**config.mk**
```make
export PLATFORM = sky130hd
export DESIGN_NAME = jlg_ctrl
export DESIGN_NICKNAME = d
export VERILOG_FILES = /design/src/sv/jlg_pkg.sv /design/src/sv/jlg_ctrl.sv
export SDC_FILE = /design/constraint.sdc
export NUM_CORES = 1
export LEC_CHECK = 0
export ABC_AREA = 1
export BUFFER_PORTS_ARGS = -buffer_cell sky130_fd_sc_hd__buf_2
export CAP_MARGIN = 20
export CORE_AREA = 5 5 42 44
export CTS_BUF_LIST = sky130_fd_sc_hd__clkbuf_8
export CTS_CLUSTER_SIZE = 10
export DETAILED_ROUTE_END_ITERATION = 8
export DIE_AREA = 0 0 47 49
export GPL_TIMING_DRIVEN = 0
export PLACE_DENSITY = 0.8
export SKIP_LAST_GASP = 1
export SLEW_MARGIN = 20
export SYNTH_ARGS = -nofsm -noshare
export SYNTH_HDL_FRONTEND = slang
export SYNTH_SLANG_ARGS = --single-unit
```
**constraint.sdc**
```tcl
create_clock -name clk_i -period 2.6 [get_ports clk_i]
set_clock_uncertainty 0.05 [all_clocks]
set_input_delay 0.39 -clock clk_i [delete_from_list [all_inputs] [get_ports clk_i]]
set_output_delay 0.39 -clock clk_i [all_outputs]
set_load 0.02 [all_outputs]
```
**src/sv/jlg_pkg.sv**
```systemverilog
// Shared types and constants for the Jacobi five-point Laplace grid solver.
// No dependencies; imported by every module of the block.
`default_nettype none

package jlg_pkg;

  // Default parameter values
  localparam int DEF_MAX_SIDE      = 128;
  localparam int DEF_VALUE_BITS    = 32;
  localparam int DEF_FRACTION_BITS = 16;

  // Boundary values in whole units: the low corner and the span along one edge
  localparam int BASE_LO   = 10;
  localparam int BASE_HI   = 20;
  localparam int EDGE_SPAN = BASE_HI - BASE_LO;

  // Configuration register reset values
  localparam logic [7:0]  GRID_SIDE_RST   = 8'd128;
  localparam logic [31:0] ERROR_LIMIT_RST = 32'd66;
  localparam logic [23:0] ITER_LIMIT_RST  = 24'd1000000;

  typedef enum logic [1:0] {
    REG_GRID_SIDE   = 2'd0,
    REG_ERROR_LIMIT = 2'd1,
    REG_ITER_LIMIT  = 2'd2
  } jlg_reg_e;

  localparam logic FUNC_SOLVE = 1'b0;
  localparam logic FUNC_READ  = 1'b1;

  // Steps of one cell update: five reads of the source grid, then the write
  localparam logic [2:0] PH_NORTH  = 3'd0;
  localparam logic [2:0] PH_SOUTH  = 3'd1;
  localparam logic [2:0] PH_WEST   = 3'd2;
  localparam logic [2:0] PH_EAST   = 3'd3;
  localparam logic [2:0] PH_CENTER = 3'd4;
  localparam logic [2:0] PH_WRITE  = 3'd5;

  typedef struct packed {
    logic       solve_begin;
    logic       read_begin;
    logic       read_issue;
    logic       init_wr;
    logic       sweep_begin;
    logic       cell_op;
    logic [2:0] phase;
    logic       sweep_end;
    logic       finish_read;
    logic       finish_solve;
  } jlg_cmd_t;

  typedef struct packed {
    logic div_done;
    logic init_last;
    logic cell_last;
    logic run_more;
  } jlg_sts_t;

endpackage

`default_nettype wire

```
**src/sv/jlg_ctrl.sv**
```systemverilog
// Controller: sequences grid setup, sweeps, convergence checks and reads.
// Depends on jlg_pkg for the command and status structs.
`default_nettype none

module jlg_ctrl import jlg_pkg::*; (
  input  logic     clk_i,
  input  logic     rst_ni,
  input  logic     start,
  input  logic     func_i,
  input  jlg_sts_t sts_i,
  output jlg_cmd_t cmd_o,
  output logic     busy,
  output logic     done_o
);

  typedef enum logic [2:0] {
    ST_IDLE,
    ST_READ,
    ST_READ_DATA,
    ST_DIV,
    ST_INIT,
    ST_CHECK,
    ST_CELL,
    ST_END
  } state_e;

  state_e     state_q, state_d;
  logic [2:0] phase_q, phase_d;
  logic       done_q, done_d;

  always_comb begin
    state_d = state_q;
    phase_d = phase_q;
    cmd_o   = '0;
    case (state_q)
      ST_IDLE: begin
        if (start) begin
          if (func_i == FUNC_READ) begin
            cmd_o.read_begin = 1'b1;
            state_d = ST_READ;
          end else begin
            cmd_o.solve_begin = 1'b1;
            state_d = ST_DIV;
          end
        end
      end
      ST_READ: begin
        cmd_o.read_issue = 1'b1;
        state_d = ST_READ_DATA;
      end
      ST_READ_DATA: begin
        cmd_o.finish_read = 1'b1;
        state_d = ST_IDLE;
      end
      ST_DIV: begin
        if (sts_i.div_done) state_d = ST_INIT;
      end
      ST_INIT: begin
        cmd_o.init_wr = 1'b1;
        if (sts_i.init_last) state_d = ST_CHECK;
      end
      ST_CHECK: begin
        if (sts_i.run_more) begin
          cmd_o.sweep_begin = 1'b1;
          phase_d = PH_NORTH;
          state_d = ST_CELL;
        end else begin
          cmd_o.finish_solve = 1'b1;
          state_d = ST_IDLE;
        end
      end
      ST_CELL: begin
        cmd_o.cell_op = 1'b1;
        cmd_o.phase   = phase_q;
        if (phase_q == PH_WRITE) begin
          phase_d = PH_NORTH;
          if (sts_i.cell_last) state_d = ST_END;
        end else begin
          phase_d = phase_q + 3'd1;
        end
      end
      ST_END: begin
        cmd_o.sweep_end = 1'b1;
        state_d = ST_CHECK;
      end
      default: state_d = ST_IDLE;
    endcase
    done_d = cmd_o.finish_read || cmd_o.finish_solve;
  end

  always_ff @(posedge clk_i or negedge rst_ni) begin
    if (!rst_ni) begin
      state_q <= ST_IDLE;
      phase_q <= PH_NORTH;
      done_q  <= 1'b0;
    end else begin
      state_q <= state_d;
      phase_q <= phase_d;
      done_q  <= done_d;
    end
  end

  assign busy   = (state_q != ST_IDLE);
  assign done_o = done_q;

endmodule

`default_nettype wire

```
==> flow_metrics.tcl, run 1 <==
set metrics [dict create \
    status "completed" \
    wl_per_cell_um 10.1 \
    synthXorXnorAreaFrac 0.0157 \
    worstReg2RegEnd "state_q[1]" \
    cp_max_fo 10 \
    dp_hpwl_um 954 \
    antenna_found_initial 0 \
    grt_pass1_wl_mm 2.12 \
    worstSetupPathType "reg -> out" \
    cp_slowest_cell "dfrtp_1" \
    reg2reg_slack_ps 1370 \
    yosysTopAreaCell "dfrtp_1" \
    synthSimpleGateAreaFrac 0.470 \
    vias 547 \
    grt_most_used_layer "met2" \
    rows 14 \
    hp-class "in -> reg" \
    synthMostInstantiatedCell "nand2_1" \
    wl_mm 1.20 \
    cp_slowest_stage_delay_ps 370 \
    syn_area_um2 559 \
    remaining_drc_errors 0 \
    clock.fmax_mhz 570 \
    synth_nets 84 \
    drtPass1Iterations 4 \
    max_cap_violations 0 \
    r2r_start "state_q[0]" \
    cts.sinks 7 \
    cts_inserted_buffers 3 \
    cp_data_required_time_ps 2160 \
    setup_viol 0 \
    area_growth_pct 32.2 \
    synth_cells 76 \
    globalRouteMet1Util 0.162 \
    drt_iter0_markers 5 \
    rsz0062_at_grt "false" \
    critPathLaunchType "flop" \
    ys_warn_count 0 \
    root_buffer "clkbuf_8" \
    switching_share 0.483 \
    async_flop_share 1.00 \
    cts_tree "built" \
    worstPathArrival_ps 1320 \
    slew_viol_final 0 \
    cellPowerDensity_nw_per_um2 1190 \
    ys_seq_area_frac 0.313 \
    grt_util_met2 0.188 \
    share_comb_of_total_power 0.623 \
    track_usage 0.121 \
    io_buffer_count 21 \
    synthTopCellsByCount "nand2_1, inv_1, nand3_1" \
    synth_cell_types 20 \
    hold_path_end "state_q[0]" \
    total_power_uw 878 \
    post-route-min-period_ps 1760 \
    synth_flop_cell "dfrtp_1" \
    grt_max_degree 11 \
    grt-ovfl-total 0 \
    fillers 144 \
    worstMarginPinSlew_ps 224 \
    worst-r2r-cell-count 9 \
    vias_per_cell 4.64 \
    n_antenna_cell 0 \
    period_share 0.675 \
    p_int_uw 454 \
    leakagePower_nw 0.444 \
    path_clk_slew_ps 40 \
    die_y_um 49 \
    ir_worst_vdd_v 0.000523 \
    post-cts-setup-buffer-count 0 \
    ys_ff_latch 7 \
    synth_top_family_by_area "simple AND/OR/NAND/NOR gates" \
    avgSynthCellArea_um2 7.36 \
    fp.dieW_um 47 \
    drive_gt1_frac 0.422 \
    power_frac_clock 0.164 \
    synth_compound_area_frac 0.0537 \
    finalHoldViolations 0 \
    synth_area_leaders "dfrtp_1, nand3_1, nand2_1" \
    dieArea_um2 2300 \
    p_switching_uw 424 \
    use_met3 0 \
    crit_path_end_kind "primary output" \
    synth_edf_count 0 \
    start_util 0.399 \
    yosysTopAreaCellShare 0.313 \
    synth.area.mux_share 0 \
    num_io_pins 22 \
    p_seq_frac 0.213 \
    yosys.area_share.adder 0 \
    clk-insertion-delay-late_ps 220 \
    min_from "sts_i[3]" \
    slew-limit-headroom 0.849 \
    clk_path_buf_depth 2 \
    hold_depth 4 \
    final_antenna_net_count 0 \
    crit_chain "buf_6, nor2_1, nand2_1, nor3_1, buf_2" \
    finalSetupTns_ps 0 \
    cts-htree-levels 1 \
    fin_nets 111 \
    fp.coreArea_um2 1400 \
    grt_pass1_vias 556 \
    gp_congestion 0.818 \
]
[layer usage]
layer,wire length [um],up-vias
met5,0,-
met4,0,0
met3,33,0
met2,628,12
met1,534,242
li1,-,293
[worst max-delay path: cells and delay by family, from the launching register on]
family / cells / cell delay, ps
and+or+nand+nor: 3 / 390
DFF: 1 / 370
buffers and inverters: 2 / 340
[stage by stage]
| step | instances | cell area, um^2 | setup WS (ps) | hold WS (ps) | utilization |
|---|---|---|---|---|---|
| floorplan | 76 | 559 | 847 | 44.4 | - |
| global placement | 113 | 684 | 1100 | 174 | 0.488 |
| detailed placement | 113 | 684 | 1080 | 175 | 0.488 |
| CTS | 118 | 739 | 827 | 386 | 0.528 |
| global route | 118 | 739 | 744 | 418 | 0.528 |
| finish | 118 | 739 | 845 | 389 | 0.528 |
[placed cells by master (no fill, tap or decap), drive strengths merged]
| master | n |
|---|---|
| nand4 | 2 |
| o21ai | 4 |
| or2 | 1 |
| nand2 | 19 |
| dfrtp | 7 |
| a21oi | 2 |
| inv | 14 |
| dlygate4sd3 | 1 |
| clkbuf | 3 |
| buf | 24 |
| xor2 | 1 |
| nor2 | 9 |
| nor3 | 4 |
| nor4 | 1 |
| nand3 | 10 |
[logic make-up after synthesis]
kind of cell | after synthesis
buffers and inverters | 16
DFF | 7
and+or+nand+nor | 46
xor gates and xnor gates | 1
AOI/OAI and AO/OA | 6
[final cells by class]
type,count,area [um^2],share of cell area
Multi-Input combinational cell,53,302,0.408
Sequential cell,7,175,0.237
Timing Repair Buffer,22,115,0.156
Inverter,13,48.8,0.0660
Clock buffer,3,41.3,0.0558
Buffer,3,33.8,0.0457
Tap cell,16,20.0,0.0271
Clock inverter,1,3.75,0.00508
[what timing repair did]
action	CTS	global route
gates resized for setup	0	0
hold buffers	1	0
hold endpoints to repair	7	0
[power groups by stage]
stage          logic [mW]  registers [mW]  clock network (mW)
2_1_floorplan       0.424           0.193                   0
3_5_place_dp        0.545           0.187                   0
6_report            0.547           0.187               0.144
4_1_cts             0.552           0.186               0.147
3_3_place_gp        0.539           0.186                   0
5_1_grt             0.615           0.190               0.152
[how the worst max path moves through the flow]
stage	from	end	slack [ps]	depth (start not counted)
after global placement	state_q[1]	cmd_o[10]	1100	5
after floorplan	state_q[1]	cmd_o[10]	850	4
final	state_q[1]	cmd_o[11]	840	5
after detailed placement	state_q[1]	cmd_o[10]	1080	5
after CTS	state_q[1]	cmd_o[11]	830	5
after global routing	state_q[1]	cmd_o[11]	740	5
[sequential cells by signal, indices dropped and copies added (netlist names)]
name     cells
done_o       1
phase_q      3
state_q      3
Power figures use the tool's default switching activity.
==> run 2: changes to the inputs <==
PLACE_DENSITY = 0.82   (was 0.8)
clock period = 1.5 ns   (was 2.6 ns; I/O delays follow)
==> flow_metrics.tcl, run 2 (synthesized netlist as in run 1, its figures left out) <==
set metrics [dict create \
    setup_viol 3 \
    worstReg2RegEnd "state_q[1]" \
    track_usage 0.137 \
    p_seq_frac 0.164 \
    gp_congestion 0.806 \
    worstMarginPinSlew_ps 218 \
    slew_viol_final 0 \
    area_growth_pct 65.5 \
    path_clk_slew_ps 40 \
    slew-limit-headroom 0.853 \
    vias_per_cell 5.14 \
    io_buffer_count 21 \
    cts.sinks 7 \
    finalHoldViolations 0 \
    drive_gt1_frac 0.530 \
    finalSetupTns_ps -67.5 \
    rsz0062_at_grt "true" \
    final_cell_mix "buf_4, buf_2, nand2_1, inv_1, nand3_1" \
    fp.coreArea_um2 1400 \
    critPathLaunchType "flop" \
    grt_pass1_wl_mm 2.33 \
    fp.dieW_um 47 \
    wl_per_cell_um 13.2 \
    violations "setup timing" \
    hold_path_end "state_q[0]" \
    period_share 1.04 \
    start_util 0.399 \
    drt_iter0_markers 23 \
    reg2reg_slack_ps 10 \
    worst-r2r-cell-count 11 \
    p_switching_uw 941 \
    grt_max_degree 11 \
    fillers 115 \
    hold_depth 4 \
    num_io_pins 22 \
    p_int_mw 1.05 \
    crit_path_end_kind "primary output" \
    switching_share 0.472 \
    cts_inserted_buffers 3 \
    total_power_mw 1.99 \
    layout_setup_ws_ps -52.6 \
    dieArea_um2 2300 \
    remaining_drc_errors 0 \
    power_frac_clock 0.129 \
    clock.fmax_mhz 644 \
    crit_chain "buf_6, nor2_4, nand2_4, nor3_4, buf_6" \
    cp_data_required_time_ps 1220 \
    rows 14 \
    hp-class "in -> reg" \
    vias 673 \
    cp_slowest_cell "dfrtp_1" \
    clk-insertion-delay-late_ps 230 \
    fin_nets 124 \
    cts-htree-levels 1 \
    cp_max_fo 8 \
    status "finished with violations" \
    n_antenna_cell 0 \
    grt_pass1_vias 594 \
    wl_mm 1.73 \
    worstPathArrival_ps 1280 \
    min_from "sts_i[3]" \
    ir_worst_vdd_v 0.00128 \
    r2r_start "state_q[1]" \
    final_common_cell "buf_4" \
    share_comb_of_total_power 0.707 \
    root_buffer "clkbuf_8" \
    drtPass1Iterations 4 \
    crit_top_cell "buf_6" \
    final_util 0.661 \
    antenna_found_initial 0 \
    pre_cts_slack_ps 138 \
    final_antenna_net_count 0 \
    cellPowerDensity_nw_per_um2 2150 \
    dp_hpwl_mm 1.01 \
    max_cap_violations 0 \
    grt-ovfl-total 0 \
    cp_slowest_stage_delay_ps 360 \
    clk_path_buf_depth 2 \
    die_y_um 49 \
    worstSetupPathType "reg -> out" \
    leakagePower_nw 0.525 \
    post-route-min-period_ps 1550 \
    cts_tree "built" \
]
## run 2: cell types whose count changed in the layout (fill, tap and decap cells not counted), sizes merged
cell,before,now
buf,24,37
## run 2: how the worst max path moves through the flow
stage,from,to,cells after the start
2_1_floorplan,state_q[1],cmd_o[10],4
3_3_place_gp,state_q[1],cmd_o[10],5
3_5_place_dp,state_q[1],cmd_o[10],5
4_1_cts,state_q[0],cmd_o[0],4
5_1_grt,state_q[2],cmd_o[10],5
6_report,state_q[2],cmd_o[10],5
## run 2: through the flow
stage	area [um^2]	cells	hold slack [ps]
after floorplan	559	76	-121
after global placement	684	113	9.10
after detailed placement	684	113	10.1
after CTS	792	122	219
after global routing	926	131	246
final	926	131	229
## run 2: final cells by class
cell class                      instances  area [um^2]  share of cell area
Buffer                                  3         33.8              0.0365
Clock buffer                            3         41.3              0.0446
Clock inverter                          1         3.75             0.00405
Inverter                               13         53.8              0.0581
Multi-Input combinational cell         53          352               0.380
Sequential cell                         7          175               0.189
Tap cell                               16         20.0              0.0216
Timing Repair Buffer                   35          246               0.266
## run 2: critical path: cells and delay by family (launching register included)
family	cells	cell delay, ps
and+or+nand+nor	3	400
DFF	1	360
buffers and inverters	2	280
## run 2: per-layer routing
metal,up-vias,part of all wire,global-route usage
li1,321,-,-
met1,304,0.38,0.163
met2,39,0.52,0.222
met3,9,0.067,0.00369
met4,0,0.037,0.101
met5,-,0,0
## run 2: what timing repair did
item | 4_1_cts | 5_1_grt
endpoints found under the hold margin | 7 | 0
cloned | 0 | 0
hold buffers | 1 | 0
gates resized for setup | 7 | 13
endpoints found under the setup margin | 5 | 8
buffers inserted | 4 | 9
pin swaps | 1 | 3
## run 2: power groups by stage
stage               logic, mW  clock network, mW  registers, mW
finish                   1.41              0.257          0.326
floorplan               0.735                  0          0.335
global route             1.51              0.269          0.333
detailed placement      0.951                  0          0.324
CTS                      1.08              0.257          0.323
global placement        0.934                  0          0.322
